`src/rtl/core/prc_pkg.sv`:
```
// Shared types, constants and defaults for the pad row cluster scan unit.
package prc_pkg;

  localparam int ADC_W    = 16;
  localparam int SUM_W    = 21;
  localparam int CNT_W    = 6;
  localparam int ROWNUM_W = 5;
  localparam int CFG_W    = 6;
  localparam int CFG_IDX_W = 2;

  localparam int DEF_ROWS     = 32;
  localparam int DEF_COLUMNS  = 64;
  localparam int DEF_ADC_BITS = 16;

  localparam int QUEUE_DEPTH = 4;

  localparam logic [SUM_W-1:0] SUM_MAX = {SUM_W{1'b1}};
  localparam logic [CNT_W-1:0] CNT_MAX = {CNT_W{1'b1}};

  localparam logic [ROWNUM_W-1:0] LAST_ROW_RST = 5'd23;
  localparam logic [CNT_W-1:0]    MIN_ROWS_RST = 6'd22;
  localparam logic [CNT_W-1:0]    MAX_GAP_RST  = 6'd2;

  typedef enum logic [CFG_IDX_W-1:0] {
    CFG_LAST_ROW = 2'd0,
    CFG_MIN_ROWS = 2'd1,
    CFG_MAX_GAP  = 2'd2
  } cfg_reg_t;

  typedef struct packed {
    logic signed [ADC_W-1:0] adc;
    logic                    row_end;
    logic                    event_end;
  } in_req_t;

  typedef struct packed {
    logic                is_summary;
    logic [ROWNUM_W-1:0] row_number;
    logic [SUM_W-1:0]    row_charge;
    logic [CNT_W-1:0]    hit_rows;
    logic [CNT_W-1:0]    rows_in_range;
    logic [CNT_W-1:0]    largest_gap;
    logic                touches_border;
    logic                passed;
    logic                alarm;
    logic                last;
  } out_res_t;

  // One queue entry holds everything that one input item produces.
  typedef struct packed {
    logic                has_row;
    logic                has_sum;
    logic [ROWNUM_W-1:0] row_number;
    logic [SUM_W-1:0]    row_charge;
    logic [CNT_W-1:0]    hit_rows;
    logic [CNT_W-1:0]    rows_in_range;
    logic [CNT_W-1:0]    largest_gap;
    logic                touches_border;
    logic                alarm;
  } queue_entry_t;

endpackage

```
`src/rtl/core/prc_front.sv`:
```
// Front end: accepts pad samples, tracks row and event state, queues results.
module prc_front
  import prc_pkg::*;
#(
  parameter int ROWS     = DEF_ROWS,
  parameter int COLUMNS  = DEF_COLUMNS,
  parameter int ADC_BITS = DEF_ADC_BITS
) (
  input  logic                clk,
  input  logic                rst_n,
  input  logic                in_valid,
  output logic                in_stall,
  input  in_req_t             in_data,
  input  logic [ROWNUM_W-1:0] last_row,
  input  logic                queue_full,
  output logic                push,
  output queue_entry_t        push_entry
);

  localparam int COL_W = $clog2(COLUMNS);
  localparam int ROW_W = (ROWS > 1) ? $clog2(ROWS) : 1;
  localparam int GAP_W = (COL_W > CNT_W) ? COL_W : CNT_W;
  localparam int CMP_W = (ROW_W > ROWNUM_W) ? ROW_W : ROWNUM_W;
  localparam int MAG_W = ADC_W - 1;
  localparam logic [MAG_W-1:0] CLIP     = MAG_W'((1 << (ADC_BITS - 1)) - 1);
  localparam logic [COL_W-1:0] COL_LAST = COL_W'(COLUMNS - 1);
  localparam logic [ROW_W-1:0] ROW_LAST = ROW_W'(ROWS - 1);

  logic [SUM_W-1:0] row_sum_r, row_sum_nxt;
  logic [COL_W-1:0] col_r, col_nxt;
  logic [COL_W-1:0] prev_col_r, prev_col_nxt;
  logic             row_hit_r, row_hit_nxt;
  logic [CNT_W-1:0] gap_max_r, gap_max_nxt;
  logic [ROW_W-1:0] row_cnt_r, row_cnt_nxt;
  logic [CNT_W-1:0] hit_rows_r, hit_rows_nxt;
  logic [CNT_W-1:0] in_range_r, in_range_nxt;
  logic             border_r, border_nxt;
  logic             alarm_r, alarm_nxt;

  logic             accept;
  logic             neg;
  logic [MAG_W-1:0] pos;
  logic [MAG_W-1:0] mag;
  logic             hit;
  logic             end_row;
  logic [SUM_W:0]   sum_ext;
  logic [SUM_W-1:0] new_sum;
  logic [COL_W-1:0] gap_diff;
  logic [CNT_W-1:0] gap_sat;
  logic [CNT_W-1:0] new_gap_max;
  logic             new_border;
  logic             new_alarm;
  logic             row_out;
  logic [CNT_W-1:0] new_hits;
  logic [CNT_W-1:0] new_in_range;

  assign in_stall = queue_full;
  assign accept   = in_valid && !in_stall;

  assign neg     = in_data.adc[ADC_W-1];
  assign pos     = in_data.adc[MAG_W-1:0];
  assign mag     = neg ? '0 : ((pos > CLIP) ? CLIP : pos);
  assign hit     = (mag != '0);
  assign end_row = in_data.row_end || in_data.event_end;

  assign sum_ext = {1'b0, row_sum_r} + (SUM_W + 1)'(mag);
  assign new_sum = hit ? (sum_ext[SUM_W] ? SUM_MAX : sum_ext[SUM_W-1:0]) : row_sum_r;

  assign gap_diff = col_r - prev_col_r - COL_W'(1);
  assign gap_sat  = (GAP_W'(gap_diff) > GAP_W'(CNT_MAX)) ? CNT_MAX : CNT_W'(gap_diff);

  always_comb begin
    new_gap_max = gap_max_r;
    if (hit && row_hit_r && (col_r > prev_col_r) && (gap_sat > gap_max_r)) begin
      new_gap_max = gap_sat;
    end
  end

  assign new_border = border_r || (hit && ((col_r == '0) || end_row));
  assign new_alarm  = alarm_r || neg;

  // A row result goes out when the row closes with charge on it.
  assign row_out      = end_row && (new_sum != '0);
  assign new_hits     = (row_out && (hit_rows_r != CNT_MAX)) ? hit_rows_r + 1'b1 : hit_rows_r;
  assign new_in_range = (row_out && (CMP_W'(row_cnt_r) <= CMP_W'(last_row))
                         && (in_range_r != CNT_MAX)) ? in_range_r + 1'b1 : in_range_r;

  always_comb begin
    row_sum_nxt  = new_sum;
    col_nxt      = (col_r < COL_LAST) ? col_r + 1'b1 : col_r;
    prev_col_nxt = hit ? col_r : prev_col_r;
    row_hit_nxt  = row_hit_r || hit;
    gap_max_nxt  = new_gap_max;
    row_cnt_nxt  = row_cnt_r;
    hit_rows_nxt = new_hits;
    in_range_nxt = new_in_range;
    border_nxt   = new_border;
    alarm_nxt    = new_alarm;
    if (end_row) begin
      row_sum_nxt  = '0;
      col_nxt      = '0;
      prev_col_nxt = '0;
      row_hit_nxt  = 1'b0;
      row_cnt_nxt  = (row_cnt_r < ROW_LAST) ? row_cnt_r + 1'b1 : row_cnt_r;
    end
    if (in_data.event_end) begin
      gap_max_nxt  = '0;
      row_cnt_nxt  = '0;
      hit_rows_nxt = '0;
      in_range_nxt = '0;
      border_nxt   = 1'b0;
      alarm_nxt    = 1'b0;
    end
  end

  assign push = accept && (row_out || in_data.event_end);

  always_comb begin
    push_entry                = '0;
    push_entry.has_row        = row_out;
    push_entry.has_sum        = in_data.event_end;
    push_entry.row_number     = ROWNUM_W'(row_cnt_r);
    push_entry.row_charge     = new_sum;
    push_entry.hit_rows       = new_hits;
    push_entry.rows_in_range  = new_in_range;
    push_entry.largest_gap    = new_gap_max;
    push_entry.touches_border = new_border;
    push_entry.alarm          = new_alarm;
  end

  always_ff @(posedge clk) begin
    if (!rst_n) begin
      row_sum_r  <= '0;
      col_r      <= '0;
      prev_col_r <= '0;
      row_hit_r  <= 1'b0;
      gap_max_r  <= '0;
      row_cnt_r  <= '0;
      hit_rows_r <= '0;
      in_range_r <= '0;
      border_r   <= 1'b0;
      alarm_r    <= 1'b0;
    end else if (accept) begin
      row_sum_r  <= row_sum_nxt;
      col_r      <= col_nxt;
      prev_col_r <= prev_col_nxt;
      row_hit_r  <= row_hit_nxt;
      gap_max_r  <= gap_max_nxt;
      row_cnt_r  <= row_cnt_nxt;
      hit_rows_r <= hit_rows_nxt;
      in_range_r <= in_range_nxt;
      border_r   <= border_nxt;
      alarm_r    <= alarm_nxt;
    end
  end

endmodule

```
`src/rtl/core/prc_queue.sv`:
```
// Short first-in first-out queue of pending result entries.
module prc_queue
  import prc_pkg::*;
(
  input  logic         clk,
  input  logic         rst_n,
  input  logic         push,
  input  queue_entry_t push_entry,
  input  logic         pop,
  output queue_entry_t head_entry,
  output logic         full,
  output logic         empty
);

  localparam int PTR_W = $clog2(QUEUE_DEPTH);
  localparam int CNT_QW = $clog2(QUEUE_DEPTH + 1);

  queue_entry_t      entries_r [QUEUE_DEPTH];
  logic [PTR_W-1:0]  wr_ptr_r, wr_ptr_nxt;
  logic [PTR_W-1:0]  rd_ptr_r, rd_ptr_nxt;
  logic [CNT_QW-1:0] count_r, count_nxt;
  logic              do_push;
  logic              do_pop;

  assign full       = (count_r == CNT_QW'(QUEUE_DEPTH));
  assign empty      = (count_r == '0);
  assign do_push    = push && !full;
  assign do_pop     = pop && !empty;
  assign head_entry = entries_r[rd_ptr_r];

  always_comb begin
    wr_ptr_nxt = do_push ? PTR_W'(wr_ptr_r + 1'b1) : wr_ptr_r;
    rd_ptr_nxt = do_pop ? PTR_W'(rd_ptr_r + 1'b1) : rd_ptr_r;
    count_nxt  = count_r;
    if (do_push && !do_pop) begin
      count_nxt = count_r + 1'b1;
    end else if (do_pop && !do_push) begin
      count_nxt = count_r - 1'b1;
    end
  end

  always_ff @(posedge clk) begin
    if (!rst_n) begin
      wr_ptr_r <= '0;
      rd_ptr_r <= '0;
      count_r  <= '0;
    end else begin
      wr_ptr_r <= wr_ptr_nxt;
      rd_ptr_r <= rd_ptr_nxt;
      count_r  <= count_nxt;
    end
  end

  always_ff @(posedge clk) begin
    if (do_push) begin
      entries_r[wr_ptr_r] <= push_entry;
    end
  end

endmodule

```
`src/rtl/core/prc_back.sv`:
```
// Back end: turns queued entries into row and summary results.
module prc_back
  import prc_pkg::*;
(
  input  logic             clk,
  input  logic             rst_n,
  input  queue_entry_t     head_entry,
  input  logic             queue_empty,
  output logic             pop,
  input  logic [CNT_W-1:0] min_rows,
  input  logic [CNT_W-1:0] max_gap_allowed,
  output logic             out_valid,
  input  logic             out_stall,
  output out_res_t         out_data
);

  logic     out_valid_r, out_valid_nxt;
  out_res_t out_data_r, out_data_nxt;
  logic     row_sent_r, row_sent_nxt;
  logic     load;
  logic     send_row;

  assign load     = !queue_empty && (!out_valid_r || !out_stall);
  assign send_row = head_entry.has_row && !row_sent_r;

  always_comb begin
    out_data_nxt  = '0;
    pop           = 1'b0;
    row_sent_nxt  = row_sent_r;
    out_valid_nxt = out_valid_r && out_stall;
    if (load) begin
      out_valid_nxt = 1'b1;
      if (send_row) begin
        out_data_nxt.row_number = head_entry.row_number;
        out_data_nxt.row_charge = head_entry.row_charge;
        out_data_nxt.last       = !head_entry.has_sum;
        pop                     = !head_entry.has_sum;
        row_sent_nxt            = head_entry.has_sum;
      end else begin
        out_data_nxt.is_summary     = 1'b1;
        out_data_nxt.hit_rows       = head_entry.hit_rows;
        out_data_nxt.rows_in_range  = head_entry.rows_in_range;
        out_data_nxt.largest_gap    = head_entry.largest_gap;
        out_data_nxt.touches_border = head_entry.touches_border;
        out_data_nxt.passed         = (head_entry.hit_rows >= min_rows)
                                      && (head_entry.largest_gap <= max_gap_allowed);
        out_data_nxt.alarm          = head_entry.alarm;
        out_data_nxt.last           = 1'b1;
        pop                         = 1'b1;
        row_sent_nxt                = 1'b0;
      end
    end
  end

  always_ff @(posedge clk) begin
    if (!rst_n) begin
      out_valid_r <= 1'b0;
      row_sent_r  <= 1'b0;
    end else begin
      out_valid_r <= out_valid_nxt;
      row_sent_r  <= row_sent_nxt;
    end
  end

  always_ff @(posedge clk) begin
    if (load) begin
      out_data_r <= out_data_nxt;
    end
  end

  assign out_valid = out_valid_r;
  assign out_data  = out_data_r;

endmodule

```
`src/rtl/core/pad_row_cluster_scan_unit.sv`:
```
// Top level of the pad row cluster scan unit: configuration registers and block wiring.
//
// The unit takes one pad charge sample per request on the input channel
// (in_valid, in_stall, in_data) and counts columns and rows on its own. A
// sample flagged row_end closes its row; event_end closes the row and the
// event. Each closed row with charge gives a row result, and each event end
// gives a summary result, on the output channel (out_valid, out_stall,
// out_data). The last flag marks the final result caused by one sample.
// Throughput is one sample per cycle while the queue is not full. Results
// leave at one per cycle while out_stall is low, so an event end that also
// closes a hit row gives two results. The front end updates the row state
// and writes a four-entry queue in the accept cycle, and the back end then
// loads the output register from the queue head. When the receiver stalls,
// the output register holds its result, the queue fills, and in_stall rises
// only once the queue is full. The configuration port (cfg_we, cfg_index,
// cfg_data) writes last_row, min_rows and max_gap_allowed; the user must use
// it only while the unit is idle, and the block itself does not enforce
// this. Reset (rst_n low at a clock edge) clears all row and event state,
// empties the queue and the output register, and loads the register defaults.
module pad_row_cluster_scan_unit
  import prc_pkg::*;
#(
  parameter int ROWS     = DEF_ROWS,
  parameter int COLUMNS  = DEF_COLUMNS,
  parameter int ADC_BITS = DEF_ADC_BITS
) (
  input  logic                 clk,
  input  logic                 rst_n,
  input  logic                 in_valid,
  output logic                 in_stall,
  input  in_req_t              in_data,
  output logic                 out_valid,
  input  logic                 out_stall,
  output out_res_t             out_data,
  input  logic                 cfg_we,
  input  logic [CFG_IDX_W-1:0] cfg_index,
  input  logic [CFG_W-1:0]     cfg_data
);

  // Selection registers; the user must write them only between events, the block does not enforce this.
  logic [ROWNUM_W-1:0] last_row_r;
  logic [CNT_W-1:0]    min_rows_r;
  logic [CNT_W-1:0]    max_gap_r;

  always_ff @(posedge clk) begin
    if (!rst_n) begin
      last_row_r <= LAST_ROW_RST;
      min_rows_r <= MIN_ROWS_RST;
      max_gap_r  <= MAX_GAP_RST;
    end else if (cfg_we) begin
      case (cfg_index)
        CFG_LAST_ROW: last_row_r <= cfg_data[ROWNUM_W-1:0];
        CFG_MIN_ROWS: min_rows_r <= cfg_data[CNT_W-1:0];
        CFG_MAX_GAP:  max_gap_r  <= cfg_data[CNT_W-1:0];
        default: ;
      endcase
    end
  end

  // The queue between front and back lets each side stall on its own.
  logic         push;
  queue_entry_t push_entry;
  logic         pop;
  queue_entry_t head_entry;
  logic         queue_full;
  logic         queue_empty;

  prc_front #(
    .ROWS     (ROWS),
    .COLUMNS  (COLUMNS),
    .ADC_BITS (ADC_BITS)
  ) u_front (
    .clk        (clk),
    .rst_n      (rst_n),
    .in_valid   (in_valid),
    .in_stall   (in_stall),
    .in_data    (in_data),
    .last_row   (last_row_r),
    .queue_full (queue_full),
    .push       (push),
    .push_entry (push_entry)
  );

  prc_queue u_queue (
    .clk        (clk),
    .rst_n      (rst_n),
    .push       (push),
    .push_entry (push_entry),
    .pop        (pop),
    .head_entry (head_entry),
    .full       (queue_full),
    .empty      (queue_empty)
  );

  prc_back u_back (
    .clk             (clk),
    .rst_n           (rst_n),
    .head_entry      (head_entry),
    .queue_empty     (queue_empty),
    .pop             (pop),
    .min_rows        (min_rows_r),
    .max_gap_allowed (max_gap_r),
    .out_valid       (out_valid),
    .out_stall       (out_stall),
    .out_data        (out_data)
  );

endmodule
```
`config.mk`:
```
export PLATFORM = sky130hd
export DESIGN_NAME = pad_row_cluster_scan_unit
export DESIGN_NICKNAME = d
export VERILOG_FILES = /design/src/rtl/core/prc_pkg.sv /design/src/rtl/core/prc_front.sv /design/src/rtl/core/prc_queue.sv /design/src/rtl/core/prc_back.sv /design/src/rtl/core/pad_row_cluster_scan_unit.sv
export SDC_FILE = /design/constraint.sdc
export NUM_CORES = 1
export LEC_CHECK = 0
export BUFFER_PORTS_ARGS = -buffer_cell sky130_fd_sc_hd__buf_4
export CORE_MARGIN = 10
export CORE_UTILIZATION = 55
export DETAILED_ROUTE_END_ITERATION = 10
export PLACE_DENSITY = 0.8
export SLEW_MARGIN = 20
export SYNTH_ARGS = -nofsm -noshare
export SYNTH_HDL_FRONTEND = slang
export SYNTH_HIERARCHICAL = 1
export SYNTH_SLANG_ARGS = --single-unit
```
`constraint.sdc`:
```
create_clock -name clk -period 10.1 [get_ports clk]
set_input_delay 1.01 -clock clk [delete_from_list [all_inputs] [get_ports clk]]
set_output_delay 1.01 -clock clk [all_outputs]
set_load 0.02 [all_outputs]
```
==> summary.md <==
| Metric | Value |
|---|---|
| Die area | `around 35,000 µm²` |
| Vias in the first global route | `10.07k` |
| Status | `finished, final reports clean` |
| Reg with most FFs | `u_queue/entries_r` |
| Flops & latches, synth | `328` |
| DR WL/cell | `roughly 21 µm` |
| H-tree level count | `2` |
| Worst relative slew slack | `0.3231` |
| Top-area cell type share of the netlist area | `0.4705` |
| Period utilization | `0.5542` |
| Crit Path Class | `input pin to flip-flop` |
| Vias after detailed routing | `10.02k` |
| Filler Cells Inserted | `slightly below 2k` |
| Fin nets | `1,346` |
| CTS tree | `yes` |
| # rows | `61` |
| Post-CTS Setup Repair Bufs | `0` |
| Fmax | `0.1787 GHz` |
| # IOs | `between 80 and 90` |
| Worst Clk Skew | `0.02452 ns` |
| CP startpoint | `in_data[17]` |
| Pwr dens | `237.8 nW/µm²` |
| Maximum vdd drop | `0.1381 mV` |
| Global placement routability congestion | `a little over 0.9` |
| CTS clock-pin slew for the worst setup and hold paths | `roughly 0.06 ns` |
| Count leader, synth | `edfxtp_1` |
| Share of cells above drive strength 1 | `0.1908` |
| Synth Instances | `1,187` |
| FFs w/ async S/R, synth | `0` |
| Max-slew violations | `0` |
| Initial DRC count | `between 1k and 1.5k` |
| Antenna violation net count after detailed routing | `0` |
| Largest net degree at the start of global routing | `53` |
| Register area share after synthesis | `0.5837` |
| Synthesized area per cell | `approximately 13 µm²` |
| Ant diodes | `0` |
| WL final | `34,430 µm` |
| Die height | `187.2 µm` |
| Max-Cap Viols | `0` |
| R2r setup slk | `between 4 and 5 ns` |
| Core area | `27,710 µm²` |
| Leakage | `around 6.4 nW` |
| Commonest cells post-synth | `edfxtp_1, nor2_1, dfxtp_1` |
| Initial antenna violation count | `0` |
| RSZ-0062 raised after global routing | `false` |
| DR vias/cell | `about 6.0` |
| Crit path capture type | `flip-flop` |
| Starting Density | `0.5552` |
| Worst skew pair latency | `0.52 ns` |
| Yosys Warn Count | `6` |
| Post-CTS Hold Buffers | `0` |
| Worst r2r dst | `u_queue/count_r[2]` |
| Hold Fails Final Rpt | `0` |
| DRC Markers | `0` |
| Mapped Area | `15,380 µm²` |
| Syn_nets | `1,276` |
| Largest cells by area after synthesis | `edfxtp_1, dfxtp_1, mux4_2` |
| Dpl hpwl | `22,890 µm` |
| Post_cts resized | `0` |
| Crit path launch type | `input pin` |
| CTS root buffer | `clkbuf_16` |
| Worst flop-to-flop path startpoint | `u_front/row_sum_r[8]` |
| Util after Layout | `0.6307` |
| Largest register FFs | `192` |
| WP data required | `10.26 ns` |
| First-pass GRT wire length | `55,590 µm` |
| End of the critical path | `u_queue/entries_r[2][31]` |
| Final TNS setup | `0 ns` |
| Total GRT Usage | `0.1947` |
| Post-synth EDFFs | `~240` |
| DR pass1 iterations | `5` |
| Area Growth Syn to Fin | `13.60%` |
| Synth area leader | `edfxtp_1` |
| Ys flop type | `edfxtp_1` |
| Final Setup Violations | `0` |
| Clock sinks | `328` |
| Hold/Removal Path Class | `flip-flop to flip-flop` |
| Die X-Extent | `187.2 µm` |
| Critical Path AT | `around 5.8 ns` |
| GRT overflow | `0` |
| CTS buffer count | `35` |
| Worst-case reg-to-reg path depth | `17` |
| Worst-margin pin slew | `1.005 ns` |
| Tmin final | `5.597 ns` |
| Synth cell types | `92` |
| Max clock buf depth | `3` |
| Port Buf Inserts | `81` |
| Max FO, Critical Path | `26` |
[area by class of cell]
class	count	area, µm²	share of cell area
well taps	378	473.0	0.02707
multi-input cells	743	5901	0.3377
repair buffers	94	705.7	0.04039
inverters	55	206.4	0.01182
flip-flops and latches	328	8984	0.5141
clock buffers	44	960.9	0.05499
clock inverters	20	242.7	0.01389
[through the flow]
step	area, µm²	total power [mW]	cells	worst slack (ns)	hold slack, ns
2_1_floorplan	15380	2.514	1187	4.175	0.4293
3_3_place_gp	16270	2.842	1598	4.246	0.4469
3_5_place_dp	16270	2.877	1598	4.079	0.4526
4_1_cts	17470	4.187	1662	4.604	0.4636
5_1_grt	17470	4.336	1662	4.080	0.4752
6_report	17470	4.155	1662	4.503	0.4616
[cells by family (layout without fill, tap and decap cells)]
kind of cell	after synthesis	after routing	synth area share
buffers and inverters	116	213	0.03416
DFF	328	328	0.5837
xor gates and xnor gates	33	33	0.01879
AOI/OAI and AO/OA	204	204	0.09746
adders and majority gates	58	58	0.04865
and+or+nand+nor	370	370	0.1265
muxes	78	78	0.09070
[metal layers]
layer	vias up	GRT usage	part of all wire
li1	4596	-	-
met4	0	0.06824	0.027
met3	68	0.03430	0.086
met2	474	0.3051	0.47
met1	4884	0.2683	0.42
met5	-	0	0
[worst min path at each step]
| stage | cells past startpoint | to | slack (ns) | from |
|---|---|---|---|---|
| 5_1_grt | 2 | min_rows_r[5] | 0.48 | min_rows_r[5] |
| 3_3_place_gp | 2 | max_gap_r[3] | 0.45 | max_gap_r[3] |
| 2_1_floorplan | 2 | u_front/alarm_r | 0.43 | u_front/alarm_r |
| 6_report | 2 | max_gap_r[2] | 0.46 | max_gap_r[2] |
| 3_5_place_dp | 2 | max_gap_r[2] | 0.45 | max_gap_r[2] |
| 4_1_cts | 2 | min_rows_r[5] | 0.46 | min_rows_r[5] |
[worst max-delay path, cell delays in order]
cell and delay, ns:
buf_4 0.19, nor2b_1 0.09, ha_1 0.38, nand3_1 0.11, nor2_1 0.38, o21ai_1 0.22, a21boi_0 0.52, nand2_1 0.26
o211ai_1 0.30, or4_4 0.29, o21ai_2 0.19, a21oi_1 0.21, nor2b_1 0.47, and2_2 0.63, buf_4 0.47
[power breakdown]
| part | internal, mW | switching (mW) | leakage [nW] |
|---|---|---|---|
| Clock | 0.787 | 0.527 | 0.580 |
| Sequential | 1.74 | 0.0810 | 3.00 |
| Combinational | 0.406 | 0.615 | 2.81 |
| Total | 2.93 | 1.22 | 6.38 |
[placed cells by master (no fill, tap or decap), types with 5 or more instances in the layout]
cell	n
clkbuf_1	5
nand4_1	12
o211ai_1	11
buf_4	94
a31oi_1	15
a21o_1	7
mux4_2	48
nor2_1	91
edfxtp_1	241
ha_1	55
clkinv_2	6
xor2_1	18
inv_1	54
or3_1	6
nand3_1	29
and2_1	55
a22oi_1	35
nor3_1	22
mux2_2	6
a21oi_1	37
nor2b_1	34
or4_1	9
nand2b_1	14
o21a_1	6
nand2_1	61
o21ai_0	23
dfxtp_1	85
nor4_1	6
xnor2_1	15
mux2i_1	22
o22a_1	5
clkbuf_16	36
Power figures use the tool's default switching activity.
